--- config.mk ---
export PLATFORM = sky130hd
export DESIGN_NAME = periodic_tick_dispatcher
export DESIGN_NICKNAME = d
export VERILOG_FILES = /design/src/hdl/ptd_pkg.sv /design/src/hdl/ptd_ctrl.sv /design/src/hdl/ptd_datapath.sv /design/src/hdl/periodic_tick_dispatcher.sv
export VERILOG_INCLUDE_DIRS = /design/src /design/src/hdl
export SDC_FILE = /design/constraint.sdc
export NUM_CORES = 1
export LEC_CHECK = 0
export ABC_AREA = 1
export ABC_CLOCK_PERIOD_IN_PS = 5900
export BUFFER_PORTS_ARGS = -buffer_cell sky130_fd_sc_hd__buf_2
export CORE_ASPECT_RATIO = 2
export CORE_MARGIN = 2
export CORE_UTILIZATION = 55
export DETAILED_ROUTE_END_ITERATION = 10
export PLACE_DENSITY = 0.84
export SKIP_CTS_REPAIR_TIMING = 1
export SYNTH_ARGS = -nofsm -noshare
export SYNTH_HDL_FRONTEND = slang
export SYNTH_SLANG_ARGS = --single-unit
--- constraint.sdc ---
create_clock -name clk -period 5.9 [get_ports clk]
set_clock_uncertainty 0.15 [all_clocks]
set_input_delay 0.295 -clock clk [delete_from_list [all_inputs] [get_ports clk]]
set_output_delay 0.295 -clock clk [all_outputs]
set_load 0.05 [all_outputs]
--- src/hdl/periodic_tick_dispatcher_assert.svh ---
// ----------------------------------------------------------------------------
// Assertion macros for the periodic tick dispatcher
// Concurrent check wrappers; the checks drop out when SYNTHESIS is defined.
// ----------------------------------------------------------------------------
`ifndef PERIODIC_TICK_DISPATCHER_ASSERT_SVH
`define PERIODIC_TICK_DISPATCHER_ASSERT_SVH
`ifndef SYNTHESIS
// property must hold at every edge out of reset
`define PTD_ASSERT_ALWAYS(lbl, clk, rstn, expr) \
  lbl: assert property (@(posedge clk) disable iff (!rstn) (expr)) \
    else $error("ptd check failed: always");
// antecedent implies consequent in the next cycle
`define PTD_ASSERT_NEXT(lbl, clk, rstn, ante, cons) \
  lbl: assert property (@(posedge clk) disable iff (!rstn) (ante) |=> (cons)) \
    else $error("ptd check failed: next");
`else
`define PTD_ASSERT_ALWAYS(lbl, clk, rstn, expr)
`define PTD_ASSERT_NEXT(lbl, clk, rstn, ante, cons)
`endif
`endif

--- src/hdl/ptd_pkg.sv ---
// ----------------------------------------------------------------------------
// ptd_pkg
// Shared constants, codes and controller/datapath interface structs.
// ----------------------------------------------------------------------------
package ptd_pkg;

  localparam int MAX_ENTRIES = 16;
  localparam int IDX_W       = (MAX_ENTRIES > 1) ? $clog2(MAX_ENTRIES) : 1;
  localparam int CNT_W       = $clog2(MAX_ENTRIES + 1);
  localparam int TICK_W      = 32;
  localparam int PER_W       = 16;
  localparam int ID_W        = 8;
  localparam int DIV_CNT_W   = $clog2(TICK_W);

  typedef enum logic [1:0] {
    CMD_TICK   = 2'd0,
    CMD_ADD    = 2'd1,
    CMD_CHANGE = 2'd2,
    CMD_REMOVE = 2'd3
  } cmd_code_t;

  typedef enum logic [1:0] {
    ST_TICK      = 2'd0,
    ST_DONE      = 2'd1,
    ST_NOT_FOUND = 2'd2,
    ST_FULL      = 2'd3
  } status_code_t;

  typedef enum logic [2:0] {
    S_IDLE,
    S_DISPATCH,
    S_SEARCH,
    S_SHIFT,
    S_T_ENTRY,
    S_T_DIV,
    S_T_CHECK
  } state_t;

  typedef struct packed {
    logic         load_in;
    logic         inc_tick;
    logic         clr_idx;
    logic         inc_idx;
    logic         append;
    logic         set_period;
    logic         shift_step;
    logic         dec_count;
    logic         div_start;
    logic         div_step;
    logic         capture_pend;
    logic         emit_pend;
    logic         pend_last;
    logic         emit_resp;
    status_code_t resp_status;
  } dp_cmd_t;

  typedef struct packed {
    cmd_code_t cmd;
    logic      full;
    logic      idx_end;
    logic      shift_end;
    logic      id_match;
    logic      per_zero;
    logic      div_done;
    logic      rem_zero;
    logic      pend_valid;
  } dp_stat_t;

endpackage

--- src/hdl/ptd_ctrl.sv ---
// ----------------------------------------------------------------------------
// ptd_ctrl
// Sequencer for commands, table search/shift and the tick walk.
// ----------------------------------------------------------------------------
module ptd_ctrl (
  input  logic              clk,
  input  logic              rst_n,
  input  logic              start,
  output logic              busy,
  input  ptd_pkg::dp_stat_t stat,
  output ptd_pkg::dp_cmd_t  cmd
);
  import ptd_pkg::*;

  state_t state_r, state_nxt;

  always_ff @(posedge clk) begin
    if (!rst_n) begin
      state_r <= S_IDLE;
    end else begin
      state_r <= state_nxt;
    end
  end

  always_comb begin
    state_nxt = state_r;
    case (state_r)
      S_IDLE: begin
        if (start) state_nxt = S_DISPATCH;
      end
      S_DISPATCH: begin
        case (stat.cmd)
          CMD_TICK: state_nxt = S_T_ENTRY;
          CMD_ADD:  state_nxt = S_IDLE;
          default:  state_nxt = S_SEARCH;
        endcase
      end
      S_SEARCH: begin
        if (stat.idx_end) state_nxt = S_IDLE;
        else if (stat.id_match) state_nxt = (stat.cmd == CMD_CHANGE) ? S_IDLE : S_SHIFT;
      end
      S_SHIFT: begin
        if (stat.shift_end) state_nxt = S_IDLE;
      end
      S_T_ENTRY: begin
        if (stat.idx_end) state_nxt = S_IDLE;
        else if (!stat.per_zero) state_nxt = S_T_DIV;
      end
      S_T_DIV: begin
        if (stat.div_done) state_nxt = S_T_CHECK;
      end
      S_T_CHECK: state_nxt = S_T_ENTRY;
      default:   state_nxt = S_IDLE;
    endcase
  end

  always_comb begin
    cmd  = '0;
    busy = (state_r != S_IDLE);
    case (state_r)
      S_IDLE: begin
        cmd.load_in = start;
      end
      S_DISPATCH: begin
        case (stat.cmd)
          CMD_TICK: begin
            cmd.inc_tick = 1'b1;
            cmd.clr_idx  = 1'b1;
          end
          CMD_ADD: begin
            cmd.emit_resp   = 1'b1;
            cmd.append      = !stat.full;
            cmd.resp_status = stat.full ? ST_FULL : ST_DONE;
          end
          default: cmd.clr_idx = 1'b1;
        endcase
      end
      S_SEARCH: begin
        if (stat.idx_end) begin
          cmd.emit_resp   = 1'b1;
          cmd.resp_status = ST_NOT_FOUND;
        end else if (stat.id_match) begin
          if (stat.cmd == CMD_CHANGE) begin
            cmd.set_period  = 1'b1;
            cmd.emit_resp   = 1'b1;
            cmd.resp_status = ST_DONE;
          end
        end else begin
          cmd.inc_idx = 1'b1;
        end
      end
      S_SHIFT: begin
        if (stat.shift_end) begin
          cmd.dec_count   = 1'b1;
          cmd.emit_resp   = 1'b1;
          cmd.resp_status = ST_DONE;
        end else begin
          cmd.shift_step = 1'b1;
        end
      end
      S_T_ENTRY: begin
        if (stat.idx_end) begin
          // flush the held dispatch as the final one
          cmd.emit_pend = stat.pend_valid;
          cmd.pend_last = 1'b1;
        end else if (stat.per_zero) begin
          cmd.inc_idx = 1'b1;
        end else begin
          cmd.div_start = 1'b1;
        end
      end
      S_T_DIV: begin
        cmd.div_step = 1'b1;
      end
      S_T_CHECK: begin
        cmd.inc_idx = 1'b1;
        if (stat.rem_zero) begin
          cmd.emit_pend    = stat.pend_valid;
          cmd.capture_pend = 1'b1;
        end
      end
      default: cmd = '0;
    endcase
  end

endmodule

--- src/hdl/ptd_datapath.sv ---
// ----------------------------------------------------------------------------
// ptd_datapath
// Entry table, tick counter, serial remainder unit and result registers.
// ----------------------------------------------------------------------------
`include "periodic_tick_dispatcher_assert.svh"
module ptd_datapath (
  input  logic                      clk,
  input  logic                      rst_n,
  input  logic [1:0]                in_command,
  input  logic [ptd_pkg::ID_W-1:0]  in_subscriber_id,
  input  logic [ptd_pkg::PER_W-1:0] in_period,
  input  logic [31:0]               in_payload,
  input  ptd_pkg::dp_cmd_t          cmd,
  output ptd_pkg::dp_stat_t         stat,
  output logic                      out_valid,
  output logic [ptd_pkg::ID_W-1:0]  out_fired_id,
  output logic [31:0]               out_tick_payload,
  output logic [1:0]                out_status,
  output logic                      out_last
);
  import ptd_pkg::*;

  logic [ID_W-1:0]   ids_r  [MAX_ENTRIES];
  logic [PER_W-1:0]  pers_r [MAX_ENTRIES];

  cmd_code_t         cmd_r;
  logic [ID_W-1:0]   id_r;
  logic [PER_W-1:0]  per_r;
  logic [31:0]       pay_r;

  logic [TICK_W-1:0] tick_r, tick_nxt;
  logic [CNT_W-1:0]  count_r, count_nxt;
  logic [CNT_W-1:0]  idx_r, idx_nxt;
  logic [IDX_W-1:0]  idx_a, idx_b;
  logic [CNT_W:0]    idx_p1;

  logic [PER_W-1:0]     rem_r;
  logic [TICK_W-1:0]    quo_r;
  logic [DIV_CNT_W-1:0] dcnt_r;
  logic [PER_W:0]       trial;
  logic [PER_W:0]       diff;
  logic [PER_W-1:0]     divisor;

  logic              pend_valid_r;
  logic [ID_W-1:0]   pend_id_r;

  logic              out_valid_r;
  logic [ID_W-1:0]   out_id_r;
  logic [31:0]       out_pay_r;
  logic [1:0]        out_status_r;
  logic              out_last_r;

  assign idx_a   = idx_r[IDX_W-1:0];
  assign idx_p1  = {1'b0, idx_r} + (CNT_W+1)'(1);
  assign idx_b   = idx_p1[IDX_W-1:0];
  assign divisor = pers_r[idx_a];
  assign trial   = {rem_r, quo_r[TICK_W-1]};
  assign diff    = trial - {1'b0, divisor};

  assign stat.cmd        = cmd_r;
  assign stat.full       = (count_r == CNT_W'(MAX_ENTRIES));
  assign stat.idx_end    = (idx_r >= count_r);
  assign stat.shift_end  = (idx_p1 >= {1'b0, count_r});
  assign stat.id_match   = (ids_r[idx_a] == id_r);
  assign stat.per_zero   = (divisor == '0);
  assign stat.div_done   = (dcnt_r == DIV_CNT_W'(TICK_W - 1));
  assign stat.rem_zero   = (rem_r == '0);
  assign stat.pend_valid = pend_valid_r;

  always_comb begin
    tick_nxt  = tick_r;
    count_nxt = count_r;
    idx_nxt   = idx_r;
    if (cmd.inc_tick) tick_nxt = tick_r + TICK_W'(1);
    if (cmd.append) count_nxt = count_r + CNT_W'(1);
    else if (cmd.dec_count) count_nxt = count_r - CNT_W'(1);
    if (cmd.clr_idx) idx_nxt = '0;
    else if (cmd.inc_idx || cmd.shift_step) idx_nxt = idx_p1[CNT_W-1:0];
  end

  always_ff @(posedge clk) begin
    if (!rst_n) begin
      tick_r       <= '0;
      count_r      <= '0;
      idx_r        <= '0;
      pend_valid_r <= 1'b0;
      out_valid_r  <= 1'b0;
    end else begin
      tick_r      <= tick_nxt;
      count_r     <= count_nxt;
      idx_r       <= idx_nxt;
      out_valid_r <= cmd.emit_resp || cmd.emit_pend;
      if (cmd.inc_tick) pend_valid_r <= 1'b0;
      else if (cmd.capture_pend) pend_valid_r <= 1'b1;
    end
  end

  // payload, table, remainder and result registers
  always_ff @(posedge clk) begin
    if (cmd.load_in) begin
      cmd_r <= cmd_code_t'(in_command);
      id_r  <= in_subscriber_id;
      per_r <= in_period;
      pay_r <= in_payload;
    end
    if (cmd.append) begin
      ids_r[count_r[IDX_W-1:0]]  <= id_r;
      pers_r[count_r[IDX_W-1:0]] <= per_r;
    end
    if (cmd.set_period) pers_r[idx_a] <= per_r;
    if (cmd.shift_step) begin
      ids_r[idx_a]  <= ids_r[idx_b];
      pers_r[idx_a] <= pers_r[idx_b];
    end
    if (cmd.div_start) begin
      rem_r  <= '0;
      quo_r  <= tick_r;
      dcnt_r <= '0;
    end else if (cmd.div_step) begin
      // restoring step: one dividend bit per cycle
      rem_r  <= diff[PER_W] ? trial[PER_W-1:0] : diff[PER_W-1:0];
      quo_r  <= {quo_r[TICK_W-2:0], 1'b0};
      dcnt_r <= dcnt_r + DIV_CNT_W'(1);
    end
    if (cmd.capture_pend) pend_id_r <= ids_r[idx_a];
    if (cmd.emit_pend) begin
      out_id_r     <= pend_id_r;
      out_pay_r    <= pay_r;
      out_status_r <= ST_TICK;
      out_last_r   <= cmd.pend_last;
    end else if (cmd.emit_resp) begin
      out_id_r     <= id_r;
      out_pay_r    <= '0;
      out_status_r <= cmd.resp_status;
      out_last_r   <= 1'b1;
    end
  end

  assign out_valid        = out_valid_r;
  assign out_fired_id     = out_id_r;
  assign out_tick_payload = out_pay_r;
  assign out_status       = out_status_r;
  assign out_last         = out_last_r;

  `PTD_ASSERT_ALWAYS(a_count_bound, clk, rst_n, count_r <= CNT_W'(MAX_ENTRIES))
  `PTD_ASSERT_ALWAYS(a_no_append_full, clk, rst_n, !(cmd.append && stat.full))
  `PTD_ASSERT_ALWAYS(a_emit_needs_pend, clk, rst_n, !cmd.emit_pend || pend_valid_r)
  `PTD_ASSERT_NEXT(a_emit_strobe, clk, rst_n, cmd.emit_resp || cmd.emit_pend, out_valid_r)

endmodule

--- src/hdl/periodic_tick_dispatcher.sv ---
// ----------------------------------------------------------------------------
// periodic_tick_dispatcher
// Subscriber table with a shared tick counter and in-order tick dispatch.
// ----------------------------------------------------------------------------
// A transaction is taken when start is high and busy is low. Busy then stays
// high until the final result is registered, and that result is on the ports
// in the first cycle that busy is low. Results appear for one cycle each with
// out_valid, and the receiver cannot stall them. An add is answered from the
// dispatch state. Change and remove search the table from entry zero until a
// match or its end; remove then shifts every entry behind the match down.
// A tick walks the table one entry at a time. Each entry with nonzero period
// runs a bit-serial remainder of the tick count and is dispatched when it is
// zero; a zero-period entry is skipped. Each dispatch is held in a pending
// register until the next one is found, so the final one can carry out_last.
module periodic_tick_dispatcher (
  input  logic        clk,
  input  logic        rst_n,
  input  logic        start,
  output logic        busy,
  input  logic [1:0]  in_command,
  input  logic [7:0]  in_subscriber_id,
  input  logic [15:0] in_period,
  input  logic [31:0] in_payload,
  output logic        out_valid,
  output logic [7:0]  out_fired_id,
  output logic [31:0] out_tick_payload,
  output logic [1:0]  out_status,
  output logic        out_last
);
  import ptd_pkg::*;

  dp_cmd_t  cmd;
  dp_stat_t stat;

  ptd_ctrl u_ctrl (
    .clk   (clk),
    .rst_n (rst_n),
    .start (start),
    .busy  (busy),
    .stat  (stat),
    .cmd   (cmd)
  );

  ptd_datapath u_dp (
    .clk              (clk),
    .rst_n            (rst_n),
    .in_command       (in_command),
    .in_subscriber_id (in_subscriber_id),
    .in_period        (in_period),
    .in_payload       (in_payload),
    .cmd              (cmd),
    .stat             (stat),
    .out_valid        (out_valid),
    .out_fired_id     (out_fired_id),
    .out_tick_payload (out_tick_payload),
    .out_status       (out_status),
    .out_last         (out_last)
  );

endmodule
==> summary.md <==
| Metric | Value |
|---|---|
| Outcome | `completed` |
| Synth unique cells | `54` |
| Main combinational cell family by area after synthesis | `simple AND/OR/NAND/NOR gates` |
| Worst slew pin tran | `1180 ps` |
| Hpwl dp | `57,100 um` |
| Area leader, netlist | `edfxtp_1` |
| EDFF count, synth | `523` |
| Post-synthesis sequential area ratio | `59.1%` |
| Die width | `167 um` |
| Initial Utilization | `55.5%` |
| Crit Path Class | `reg2reg` |
| Syn Area/Cell | `9.45 sq um` |
| # nets final | `3,285` |
| Final min period | `5010 ps` |
| Worst EP arrival | `5180 ps` |
| Final Hold Fails | `0` |
| Critical path peak fanout | `76` |
| Worst hold stages | `3` |
| RR Endpoint | `u_dp.pers_r[4][3]` |
| Ys async rst share | `0%` |
| Critical Path RT | `6080 ps` |
| Vias in the first global route | `23,600` |
| Worst Hold Class | `in2reg` |
| Clock slew at reported path FFs | `70 ps` |
| F_max | `200 MHz` |
| Drt via density | `6.20` |
| Die area | `0.0548 sq mm` |
| First-pass GRT wire length | `131,000 um` |
| Residual DRC | `0` |
| First-pass DRT Iterations | `7` |
| Max Cap Violations | `0` |
| Share of the synthesized area in the top cell type | `54.0%` |
| Final core occ | `62.1%` |
| RSZ-0062 raised after global routing | `no` |
| Syn Nets | `3,171` |
| Num CTS Buffers | `52` |
| H-tree lvl count | `2` |
| Die Y | `329 um` |
| CP Launch Type | `flop` |
| Max_slew headroom | `21.3%` |
| CTS tree | `done` |
| Final antenna-violating net count | `0` |
| Layout cell share with drive strength beyond 1 | `10.6%` |
| Reg2Reg Depth | `19` |
| # IOs | `106` |
| Multiplexer share of the synthesized area | `0.620%` |
| Fin Setup TNS | `0 ps` |
| Grt total ovfl | `0` |
| Largest net degree at the start of global routing | `90` |
| Fillers | `4,039` |
| Yosys warnings | `0` |
| Final setup vio count | `0` |
| Number of port buffers | `105` |
| Clock Latency Late Sink | `640 ps` |
| Core ar. | `0.0524 sq mm` |
| Maximum vdd drop | `0.417 mV` |
| Initial antenna violation count | `1` |
| Synthesized area | `0.0291 sq mm` |
| Largest cells by area after synthesis | `edfxtp_1, o21ai_0, nor2_1, nand2_1, dfxtp_1` |
| Slew Limit Fails | `0` |
| Vias | `24,100` |
| Xor and xnor area share after synthesis | `0.814%` |
| CTS sink count | `597` |
| CP endpoint kind | `flop` |
| Clock root cell | `clkbuf_16` |
| Rows | `119` |
| Cells after Synth | `3,075` |
| Routability Congestion | `0.984` |
| Synth Flop Type | `edfxtp_1` |
| WHS Endpoint | `u_dp.per_r[2]` |
| Pwr per Cell Area | `323 mW/mm^2` |
| Gr usage total | `31.3%` |
| Simple-Gate Fraction of Synth Area | `17.6%` |
| Area share of fa/ha/maj cells after synthesis | `1.56%` |
| Flop-to-flop setup slack | `890 ps` |
| Compound-cell area share of the yosys netlist | `13.8%` |
| Clock Tree Buf Depth | `3` |
| Flops & latches, synth | `597` |
| Fin crit share | `84.9%` |
| DR iter-0 viols | `2,954` |
| Worst hold start | `start` |
| Register area | `0.0172 sq mm` |
| DRT Wirelength | `88,200 um` |
| Lkg Pwr | `12.2 nW` |
| WL/cell | `22.7 um` |
| Multi-input gate area | `0.0101 sq mm` |
| Area Growth Syn to Fin | `12.0%` |
==> flip-flops by register name, indices dropped and copies added (netlist names), 2 cells and up, named ones only <==
signal / flops
u_dp.pers_r: 256
u_dp.ids_r: 128
u_dp.out_tick_payload: 32
u_dp.pay_r: 32
u_dp.quo_r: 32
u_dp.tick_r: 32
u_dp.per_r: 16
u_dp.rem_r: 16
u_dp.id_r: 8
u_dp.out_fired_id: 8
u_dp.pend_id_r: 8
u_dp.count_r: 5
u_dp.dcnt_r: 5
u_dp.idx_r: 5
u_ctrl.state_r: 3
u_dp.cmd_r: 2
u_dp.out_status: 2
==> layout by cell type, fill, tap and decap left out, types with 8 or more instances in the layout <==
master         netlist  routed
edfxtp_1           523     523
nand2_1            446     445
nor2_1             454     437
o21ai_0            351     351
inv_1              267     265
nand3_1            220     219
a21oi_1            194     194
buf_2               40     105
buf_4                3      73
dfxtp_1             74      70
o211ai_1            67      67
dlygate4sd3_1        0      59
clkbuf_16            0      52
o22ai_1             42      42
ha_1                33      32
o21ai_1             28      28
nor3_1              27      27
o31ai_1             25      25
xor2_1              22      21
nor2_2               4      20
nand4_1             16      16
mux2_2              16      16
nand2_2             13      14
clkinv_1             1      13
clkinv_2             0      12
nand3_2              7       8
==> layer usage <==
layer / vias to the layer above / track usage [%] / wire length, um
met2: 1588 / 55.4 / 43900
met5: - / 0 / 0
met4: 0 / 28.4 / 9660
met3: 527 / 5.53 / 7830
met1: 11200 / 31.1 / 26900
li1: 10800 / - / -
==> cell families after synthesis <==
| group | count (synthesis) |
|---|---|
| DFF | 597 |
| xor gates and xnor gates | 27 |
| and+or+nand+nor | 1215 |
| adders and majority gates | 35 |
| muxes | 16 |
| AOI/OAI and AO/OA | 730 |
| buffers and inverters | 455 |
==> stage by stage <==
step                      area, sq um  power [mW]  std cells  setup WS (ps)  hold slack, ps
after floorplan                 29100        6.50       3075           1730             244
after global placement          30300        7.07       3741           1210             309
after detailed placement        30300        7.10       3741           1110             323
after CTS                       32000        10.4       3834           1050            -328
after global routing            32500        10.9       3894            605            26.3
final                           32500        10.5       3894            891           0.142
==> worst max-delay path: stages, from the launching register on <==
cell and delay (ps):
dfxtp_4 550, inv_4 740, buf_4 390, nand2_1 100, nand2_1 70, nand2_1 50
nand3_1 60, nand3_1 100, nand2_1 130, nand2_1 50, nand2_1 60, nand2_1 180
nor2_4 230, nand4_4 160, nand2_2 260, nand2_1 80, o21ai_1 180, nand2_2 150
nor2_2 580, buf_4 310
==> synth_stat cells, types with 3 or more instances <==
master	instances
edfxtp_1	523
nor2_1	454
nand2_1	446
o21ai_0	351
inv_1	267
nand3_1	220
a21oi_1	194
clkbuf_1	108
dfxtp_1	74
o211ai_1	67
o22ai_1	42
buf_2	40
ha_1	33
o21ai_1	28
nor3_1	27
o31ai_1	25
xor2_1	22
buf_1	17
mux2_2	16
nand4_1	16
nand2_2	13
buf_6	10
nand3_2	7
nor4_1	6
o21a_1	5
or2_1	5
xnor2_1	5
buf_8	4
inv_2	4
nor2_2	4
nor3b_1	4
a21o_1	3
a31oi_1	3
buf_4	3
nor3_2	3
==> how the worst max path moves through the flow <==
| stage | start | endpoint | slack [ps] | depth (start not counted) |
|---|---|---|---|---|
| final | flop | u_dp.pers_r[4][3] | 890 | 19 |
| after global routing | flop | u_dp.rem_r[1] | 610 | 20 |
| after CTS | flop | u_dp.pers_r[14][8] | 1050 | 18 |
| after detailed placement | flop | u_dp.pers_r[14][13] | 1110 | 17 |
| after global placement | flop | u_dp.pers_r[4][3] | 1210 | 19 |
| after floorplan | u_dp.idx_r[1] | u_dp.out_fired_id[0] | 1730 | 13 |
==> final cells by class <==
| cell class | count | area share [%] |
|---|---|---|
| inverters | 273 | 3.17 |
| clock buffers | 59 | 4.11 |
| well taps | 665 | 2.56 |
| repair buffers | 242 | 5.42 |
| clock inverters | 34 | 0.950 |
| diodes | 1 | 0.00769 |
| multi-input cells | 2023 | 30.9 |
| flip-flops and latches | 597 | 52.8 |
==> power by group <==
group | switching (mW) | internal, mW | total (mW) | leakage, nW
Sequential | 0.149 | 4.93 | 5.08 | 5.36
Combinational | 1.42 | 0.616 | 2.03 | 6.03
Clock | 1.59 | 1.81 | 3.41 | 0.807
Note: power is estimated with default switching activity, not from simulation.
